File: src/hdl/gbc_pkg.sv
package gbc_pkg;

    localparam int MAX_VERTICES = 256;

    localparam logic [1:0] KIND_ADD    = 2'd0;
    localparam logic [1:0] KIND_CHECK  = 2'd1;
    localparam logic [1:0] KIND_CLEAR  = 2'd2;
    localparam logic [1:0] KIND_UNUSED = 2'd3;

    typedef struct packed {
        logic [1:0] kind;
        logic [7:0] edge_a;
        logic [7:0] edge_b;
    } gbc_in_t;

    typedef struct packed {
        logic biconnected;
        logic has_articulation;
        logic all_reached;
        logic edges_dropped;
    } gbc_out_t;

    // controller to datapath
    typedef struct packed {
        logic start_add;
        logic start_check;
        logic start_clear;
    } gbc_cmd_t;

    // datapath to controller
    typedef struct packed {
        logic done;
    } gbc_stat_t;

endpackage

File: src/hdl/gbc_ctrl.sv
module gbc_ctrl import gbc_pkg::*; (
    input  logic      aclk,
    input  logic      aresetn,
    input  logic      in_valid,
    output logic      in_ready,
    input  gbc_in_t   in_item,
    output logic      out_valid,
    input  logic      out_ready,
    input  gbc_stat_t stat,
    output gbc_cmd_t  cmd,
    output logic      idle
);

    localparam logic [1:0] C_WAIT = 2'd0;
    localparam logic [1:0] C_BUSY = 2'd1;
    localparam logic [1:0] C_OUT  = 2'd2;
    localparam logic [1:0] C_BOOT = 2'd3;

    logic [1:0] st_reg;
    logic       chk_reg;

    assign in_ready  = (st_reg == C_WAIT);
    assign out_valid = (st_reg == C_OUT);
    assign idle      = (st_reg == C_WAIT);

    always_comb begin
        cmd = '0;
        if (in_valid && in_ready) begin
            cmd.start_add   = (in_item.kind == KIND_ADD);
            cmd.start_check = (in_item.kind == KIND_CHECK);
            cmd.start_clear = (in_item.kind == KIND_CLEAR);
        end
    end

    always_ff @(posedge aclk) begin
        if (!aresetn) begin
            st_reg  <= C_BOOT;
            chk_reg <= 1'b0;
        end else begin
            unique case (st_reg)
                C_BOOT: if (stat.done) st_reg <= C_WAIT;
                C_WAIT: begin
                    if (in_valid && (cmd.start_add || cmd.start_check || cmd.start_clear)) begin
                        chk_reg <= cmd.start_check;
                        st_reg  <= C_BUSY;
                    end
                end
                C_BUSY: if (stat.done) st_reg <= chk_reg ? C_OUT : C_WAIT;
                C_OUT:  if (out_ready) st_reg <= C_WAIT;
                default: st_reg <= C_WAIT;
            endcase
        end
    end

    assert property (@(posedge aclk) disable iff (!aresetn)
        out_valid |-> chk_reg)
        else $error("result without check");
    assert property (@(posedge aclk) disable iff (!aresetn)
        (out_valid && !out_ready) |=> out_valid)
        else $error("result dropped");
    assert property (@(posedge aclk) disable iff (!aresetn)
        !(in_ready && out_valid))
        else $error("accept during result");

endmodule
File: config.mk
export PLATFORM = sky130hd
export DESIGN_NAME = gbc_ctrl
export DESIGN_NICKNAME = d
export VERILOG_FILES = /design/src/hdl/gbc_pkg.sv /design/src/hdl/gbc_ctrl.sv
export SDC_FILE = /design/constraint.sdc
export NUM_CORES = 1
export LEC_CHECK = 0
export BUFFER_PORTS_ARGS = -buffer_cell sky130_fd_sc_hd__buf_2
export CORE_AREA = 2 2 39 41
export DETAILED_ROUTE_END_ITERATION = 10
export DIE_AREA = 0 0 41 43
export PLACE_DENSITY = 0.52
export SETUP_SLACK_MARGIN = 0.15
export SLEW_MARGIN = 20
export SYNTH_ARGS = -nofsm -noshare
export SYNTH_HDL_FRONTEND = slang
export SYNTH_SLANG_ARGS = --single-unit
File: constraint.sdc
create_clock -name aclk -period 1.2 [get_ports aclk]
set_input_delay 0.24 -clock aclk [delete_from_list [all_inputs] [get_ports aclk]]
set_output_delay 0.24 -clock aclk [all_outputs]
set_load 0.01 [all_outputs]
==> results.cfg, run 1 <==
[run_status]
status = complete, but fails checks
violations = setup timing

[timing]
post-route-period-util_pct = 128.5
hold_violations = 0
max_freq_mhz = 648.3
fin_ws_ns = -0.3424
finalClockSkew_ns = 0.003010
rsz0062_at_grt = yes
worst_slew_pin_slew_ns = 0.1492
worst_hold_slack_ns = 0.2258
setup-violations-final = 8
period_minus_slack_ns = 1.542
final_max_slew_viol_count = 0
slew-limit-headroom_pct = 90.06

[logic_synthesis]
synth_top_area_share_pct = 33.80
ys_seq_area_share_pct = 33.80
synthArstFlopShare_pct = 0
synth_cells = 20
synth_edf_count = 0
ys_types = 17
synth-seq-cells = 3
ys.flop_type = dfxtp_1
yosysWarnings = 0
syn_area_um2 = 177.7
syn_nets = 43
post_synth.cell_area_avg_um2 = 8.884
yosys.area.top_type = dfxtp_1
synth_area_leaders = dfxtp_1, o221a_1, or3b_4, a2bb2oi_1, and2b_2

[clock_tree]
cts_root_buf = clkbuf_4
cts_max_level = 1
cts_tree = yes
numCtsBuffers = 3
insertion_delay_ns = 0.23
clockBufferDepth = 2
cts_hold_buffers = 0
cts_sinks = 3
clkTransAtPathRegs_ns = 0.04

[critical_path]
cp_top_family = simple AND/OR/NAND/NOR gates
cp-start-kind = flop
arrival_ns = 1.30
crit_fanout = 4
path_class = flop to primary output
slowest_stage = or3b_4
slowest_delay_ns = 0.43
worst-path-buf-inv = 1
cp-end-kind = primary output
cp_cell_sequence = or3b_4 > nor2_4 > and2_4 > buf_6
required_ns = 0.96

[global_routing]
grt_pass1_wl_um = 966
first_global_vias = 238
track_usage_pct = 9.018
gr-total-overflow = 0
grt_max_degree = 6
antenna_found_initial = 0

[routing]
drt_wl_total_um = 574
drt_iter0_drc = 5
avgRoutedWirePerCell_um = 9.410
num_vias = 245
drt_pass1_iterations = 4
remaining_drc_errors = 0
via_per_inst = 4.016
final_antenna_net_count = 0

[place]
globalplace.congestion = 0.7264
dp.final_hpwl_um = 349.5
numPortBuffers = 12
place_ws_ns = -0.1282

[die]
die_area_um2 = 1763
io_pins = 29
core_um2 = 1384
start_util_pct = 12.84
num_rows = 14
die_w_um = 41
die_y_um = 43

[cells_and_area]
diodes = 0
final_layout_size_suffix_gt1_share_pct = 77.78
area_growth_pct = 140.8
largest_register_ffs = 2
finish.net_count = 69
nFillCells = 156

[power_and_ir_drop]
cellPowerDensity_nw_per_um2 = 935.6
total_leakage_power_nw = 0.2034
vdd_ir_drop_max_mv = 0.3717

[run]
cap_viol_max_count = 0

[worst_hold_path]
hold_class = input port to flop
[path summary, 6_finish.rpt]
check	start	to	slack [ns]	cells after the start
max reg2reg	st_reg[0]$_SDFFE_PN1P_	chk_reg$_SDFFE_PN0P_	-0.33	6
min	aresetn	st_reg[0]$_SDFFE_PN1P_	0.23	2
max	st_reg[0]$_SDFFE_PN1P_	cmd[1]	-0.34	4
min reg2reg	chk_reg$_SDFFE_PN0P_	chk_reg$_SDFFE_PN0P_	0.52	1
[cells in the final DEF, fill, tap and decap left out]
cell,netlist,final
buf_6,0,9
buf_2,0,8
buf_4,1,5
clkbuf_4,0,3
nor2_4,0,2
inv_1,2,2
dfxtp_2,0,2
or3b_4,1,1
and2_4,0,1
and2b_2,1,1
nor3_2,0,1
nor3b_2,0,1
nand2_1,1,1
a2bb2oi_2,0,1
nand4b_1,1,1
nand3_1,1,1
o221a_1,1,1
and2_1,1,1
o221ai_1,1,1
dfxtp_1,3,1
clkbuf_1,0,1
[kinds of logic (layout without fill, tap and decap cells)]
kind of cell / Yosys count / count (layout) / share of synthesized area (%)
AOI/OAI and AO/OA: 3 / 3 / 16.20
buffers and inverters: 3 / 28 / 8.454
DFF: 3 / 3 / 33.80
and+or+nand+nor: 11 / 11 / 41.55
[worst reg2reg max path, delay by kind of cell, from the launching register on]
| family | cells | cell delay (ns) |
|---|---|---|
| flip-flops | 1 | 0.31 |
| buffers and inverters | 4 | 0.45 |
| AND/OR/NAND/NOR | 1 | 0.43 |
| AO/OA/AOI/OAI | 1 | 0.22 |
[power by group]
group / switching [mW] / total, mW / internal [mW]
clock: 0.0532 / 0.178 / 0.125
combinational: 0.0431 / 0.110 / 0.0669
sequential: 0.00421 / 0.112 / 0.108
[cells in the mapped netlist, drive strengths merged, types with 2 or more instances]
cell type / number
and2: 2
dfxtp: 3
inv: 2
nor2: 2
[repair_timing]
action,CTS,global route
gates resized for setup,9,5
endpoints found under the setup margin,8,9
buffers inserted,3,3
endpoints found under the hold margin,0,0
pin swaps,2,2
[stage by stage]
stage	utilization [%]	std cells	cell area, µm²	TNS [ns]	power, mW
after global placement	21.16	51	292.8	-0.2271	0.1789
final	30.92	61	427.9	-1.721	0.4004
after global routing	30.92	61	427.9	-2.128	0.4356
after floorplan	-	20	190.2	-0.03306	0.1453
after CTS	27.76	58	384.1	-1.383	0.3916
after detailed placement	21.16	51	292.8	-0.2242	0.1792
[metal layers]
metal	wire length (µm)	vias to the layer above	global-route usage, %
met5	0	-	0
met4	0	0	12.00
met3	38	0	4.712
met2	276	10	8.438
met1	260	115	11.50
li1	-	120	-
[layout make-up]
type                    instances  area, µm²  area share (%)
clock buffers                   4      26.28           6.140
well taps                      16      20.02           4.678
multi-input cells              14      132.6           30.99
repair buffers                 22      178.9           41.81
flip-flops and latches          3      62.56           14.62
inverters                       2      7.507           1.754
Note: power is estimated with default switching activity, not from simulation.
==> run 2: changes to the inputs <==
- GPL_TIMING_DRIVEN: not set -> 0
- PLACE_DENSITY: 0.52 -> 0.5
- clock period: 1.2 -> 1.5 ns (I/O delays scaled with it)
==> results.cfg, run 2 (synthesis results as in run 1) <==
[routing]
drt_pass1_iterations = 2
num_vias = 224
drt_wl_total_um = 483
remaining_drc_errors = 0
final_antenna_net_count = 0
drt_iter0_drc = 7
via_per_inst = 3.930
avgRoutedWirePerCell_um = 8.474

[cells_and_area]
multi_input_area_um2 = 121.4
register_area_um2 = 65.06
final_area_um2 = 377.9
instances_no_fill = 57
nFillCells = 152
final_cell_mix = buf_2, buf_6, buf_4, clkbuf_4
finish.net_count = 65
final_layout_size_suffix_gt1_share_pct = 70.73
area_growth_pct = 112.7
diodes = 0
layout_commonest_cell = buf_2
largest_register_ffs = 2

[timing]
worst_slew_pin_slew_ns = 0.1597
period_minus_slack_ns = 1.618
fin_ws_ns = -0.1179
max_freq_mhz = 618.1
hold_violations = 0
final_max_slew_viol_count = 0
setup-violations-final = 3
rsz0062_at_grt = yes
post-route-period-util_pct = 107.9
slew-limit-headroom_pct = 89.35
finalClockSkew_ns = 0.003924
worst_hold_slack_ns = 0.2769

[clock_tree]
cts_root_buf = clkbuf_4
cts_max_level = 1
insertion_delay_ns = 0.23
cts_tree = yes
numCtsBuffers = 3
cts_sinks = 3
clkTransAtPathRegs_ns = 0.04
clockBufferDepth = 2

[run]
cap_viol_max_count = 0

[power_and_ir_drop]
vdd_ir_drop_max_mv = 0.3444
cellPowerDensity_nw_per_um2 = 811.4
total_leakage_power_nw = 0.1784

[global_routing]
grt_pass1_wl_um = 779
track_usage_pct = 7.322
gr-total-overflow = 0
grt_max_degree = 6
first_global_vias = 194
antenna_found_initial = 0

[die]
num_rows = 14
start_util_pct = 12.84
core_um2 = 1384
die_area_um2 = 1763
io_pins = 29
die_y_um = 43
die_w_um = 41

[critical_path]
cp_top_family = simple AND/OR/NAND/NOR gates
cp-end-kind = primary output
worst-path-buf-inv = 1
slowest_delay_ns = 0.43
arrival_ns = 1.32
slowest_stage = or3b_4
required_ns = 1.20
cp_cell_sequence = or3b_4 > nor2_4 > and2_4 > buf_6
crit_fanout = 4
cp-start-kind = flop
path_class = flop to primary output

[run_status]
violations = setup timing
status = complete, but fails checks

[place]
post-place-cells = 48
dp.final_hpwl_um = 319.9
place_ws_ns = 0.06758
numPortBuffers = 12
placed_cell_area_um2 = 262.8
globalplace.congestion = 0.6063

[worst_hold_path]
hold_class = input port to flop
[run 2: cell types whose count changed in the layout (fill, tap and decap cells not counted), sizes merged]
cell,previous run,this run
buf,22,18
[run 2: power breakdown]
group	switching, mW	internal, mW	total (mW)
Clock	0.0437	0.0998	0.144
Combinational	0.0297	0.0445	0.0742
Sequential	0.00294	0.0859	0.0888
Total	0.0764	0.230	0.307
[run 2: worst paths after layout]
check | cells past startpoint | to | startpoint | slack (ns)
hold / removal | 2 | st_reg[1]$_SDFFE_PN1P_ | aresetn | 0.28
setup reg to reg | 3 | chk_reg$_SDFFE_PN0P_ | st_reg[0]$_SDFFE_PN1P_ | 0.25
hold reg to reg | 2 | st_reg[1]$_SDFFE_PN1P_ | chk_reg$_SDFFE_PN0P_ | 0.50
setup / recovery | 4 | cmd[1] | st_reg[0]$_SDFFE_PN1P_ | -0.12
[run 2: repair_timing]
action                                  CTS  global route
pin swaps                                 4             4
hold buffers                              0             0
endpoints found under the setup margin    3             5
setup buffers                             3             2
gates resized for setup                   7             7
[run 2: final cells by class]
type                       instances  share of cell area, %
buffer                             1                  2.980
multi-input combinational         14                  32.12
tap                               16                  5.298
clock buffer                       4                  6.954
sequential                         3                  17.22
timing repair buffer              17                  33.44
inverter                           2                  1.987
[run 2: through the flow]
stage               power (mW)  setup TNS (ns)  util [%]
floorplan               0.1152               0         -
global placement        0.1347               0     18.99
detailed placement      0.1353               0     18.99
CTS                     0.2955         -0.3093     23.96
global route            0.3360         -0.4807     27.31
finish                  0.3066         -0.2788     27.31
[run 2: per-layer routing]
metal,part of all wire (%),GRT usage [%]
met1,48,8.333
met2,42,8.125
met5,0,0
met4,0,4.000
met3,9.9,7.853
==> run 3: changes to the inputs <==
- ABC_AREA: not set -> 1
- PLACE_DENSITY: 0.5 -> 0.52
==> results.cfg, run 3 <==
[cells_and_area]
final_cell_mix = buf_2, inv_1, nand2_1, nor2_1, buf_4
diodes = 0
layout_commonest_cell = buf_2
nFillCells = 169
final_layout_size_suffix_gt1_share_pct = 45.10
area_growth_pct = 66.04
finish.net_count = 75
largest_register_ffs = 2
final_area_um2 = 330.3
instances_no_fill = 67

[timing]
worst_slew_pin_slew_ns = 0.1287
final_max_slew_viol_count = 0
setup_tns_ns = 0
post-route-period-util_pct = 89.28
finalClockSkew_ns = 0.0008860
setup-violations-final = 0
worst_hold_slack_ns = 0.2734
hold_violations = 0
slew-limit-headroom_pct = 91.42
period_minus_slack_ns = 1.339
rsz0062_at_grt = yes
max_freq_mhz = 746.7

[clock_tree]
insertion_delay_ns = 0.23
cts_max_level = 1
cts_tree = yes
clkTransAtPathRegs_ns = 0.04
numCtsBuffers = 3
clockBufferDepth = 2
cts_root_buf = clkbuf_4
cts_sinks = 3
cts_hold_buffers = 0

[routing]
drt_pass1_iterations = 2
final_antenna_net_count = 0
remaining_drc_errors = 0
drt_wl_total_um = 458
num_vias = 244
drt_iter0_drc = 4
via_per_inst = 3.642
avgRoutedWirePerCell_um = 6.836

[place]
post-place-cells = 60
dp.final_hpwl_um = 371.2
placed_cell_area_um2 = 279.0
numPortBuffers = 12
globalplace.congestion = 0.6779

[critical_path]
path_class = flop to primary output
cp-start-kind = flop
r2r_cells = 7
crit_fanout = 5
arrival_ns = 1.04
required_ns = 1.20
r2r_slack_ns = 0.46
cp-end-kind = primary output

[die]
start_util_pct = 14.38
die_area_um2 = 1763
die_w_um = 41
core_um2 = 1384
io_pins = 29
num_rows = 14
die_y_um = 43

[logic_synthesis]
yosysWarnings = 0
synth_cells = 32
syn_area_um2 = 198.9
ys.flop_type = dfxtp_1
yosys-top-cells-count = inv_1, nand2_1, nor2_1
synth_top_area_share_pct = 30.19
ys_types = 11
post_synth.cell_area_avg_um2 = 6.217
synth_edf_count = 0
synthArstFlopShare_pct = 0
syn_nets = 55
yosys.area.top_type = dfxtp_1
synth-seq-cells = 3
synth_area_leaders = dfxtp_1, inv_1, nand2_1, nand3_1, nor2_1
synth.most_common_cell = inv_1
ys_seq_area_share_pct = 30.19

[global_routing]
track_usage_pct = 6.313
met3_usage_pct = 3.141
grt_max_degree = 6
grt_use_met1_pct = 5.751
grt_pass1_wl_um = 703
antenna_found_initial = 0
grt_use_met2_pct = 9.375
gr-total-overflow = 0
first_global_vias = 216
gr-max-usage-layer = met2

[power_and_ir_drop]
power_frac_seq_pct = 33.2
cellPowerDensity_nw_per_um2 = 860.0
p_switching_uw = 72.92
combinationalPowerShare_pct = 16.9
p_total_uw = 284.1
total_leakage_power_nw = 0.1997
p_int_uw = 211.2
vdd_ir_drop_max_mv = 0.2403
swShare_pct = 25.67
power_frac_clock_pct = 49.9

[worst_hold_path]
holdPathStages = 2
hold_class = input port to flop

[run_status]
status = complete, no violations

[run]
cap_viol_max_count = 0
run 3: timing repair:
| item | 4_1_cts | 5_1_grt |
|---|---|---|
| setup endpoints to repair | 3 | 3 |
| pin swaps | 1 | 0 |
| resized for setup | 2 | 0 |
| buffers inserted | 3 | 0 |
run 3: cell type report:
cell class / count / area, µm² / area share [%]
Multi-Input combinational cell: 20 / 101.3 / 30.68
Timing Repair Buffer: 15 / 82.58 / 25.00
Sequential cell: 3 / 62.56 / 18.94
Inverter: 8 / 30.03 / 9.091
Clock buffer: 4 / 26.28 / 7.955
Tap cell: 16 / 20.02 / 6.061
Buffer: 1 / 7.507 / 2.273
run 3: routing by layer:
| metal | share of wire [%] | routed length, µm |
|---|---|---|
| met1 | 38 | 175 |
| met2 | 52 | 239 |
| met3 | 9.2 | 42 |
| met4 | 0 | 0 |
| met5 | 0 | 0 |
run 3: path summary, 6_finish.rpt:
| path | from | endpoint |
|---|---|---|
| worst max-delay path | st_reg[1]$_SDFFE_PN1P_ | cmd[0] |
| worst min-delay path | aresetn | st_reg[0]$_SDFFE_PN1P_ |
| worst max register to register | st_reg[0]$_SDFFE_PN1P_ | st_reg[1]$_SDFFE_PN1P_ |
| worst min register to register | chk_reg$_SDFFE_PN0P_ | chk_reg$_SDFFE_PN0P_ |
run 3: logic make-up after synthesis:
kind of cell           count (synthesis)  share of synthesized area (%)
AOI/OAI and AO/OA                      2                          5.032
buffers and inverters                  9                          18.87
and+or+nand+nor                       18                          45.91
DFF                                    3                          30.19
run 3: power by group through the flow:
stage | registers, mW | clock network (mW) | logic, mW
floorplan | 0.0932 | 0 | 0.0247
global placement | 0.0944 | 0 | 0.0423
detailed placement | 0.0947 | 0 | 0.0427
CTS | 0.0945 | 0.147 | 0.0491
global route | 0.0954 | 0.152 | 0.0558
finish | 0.0943 | 0.142 | 0.0481
run 3: critical path, cell delays in order (launching register included):
cell	delay, ns
dfxtp_2	0.34
nor2_4	0.15
nand3b_1	0.11
nor2_1	0.09
buf_2	0.13
run 3: stage by stage:
stage	worst slack [ns]	util [%]
final	0.1609	23.87
after global routing	0.07149	23.87
after CTS	0.1421	23.87
after detailed placement	0.3198	20.16
after global placement	0.3414	20.16
after floorplan	0.3838	-
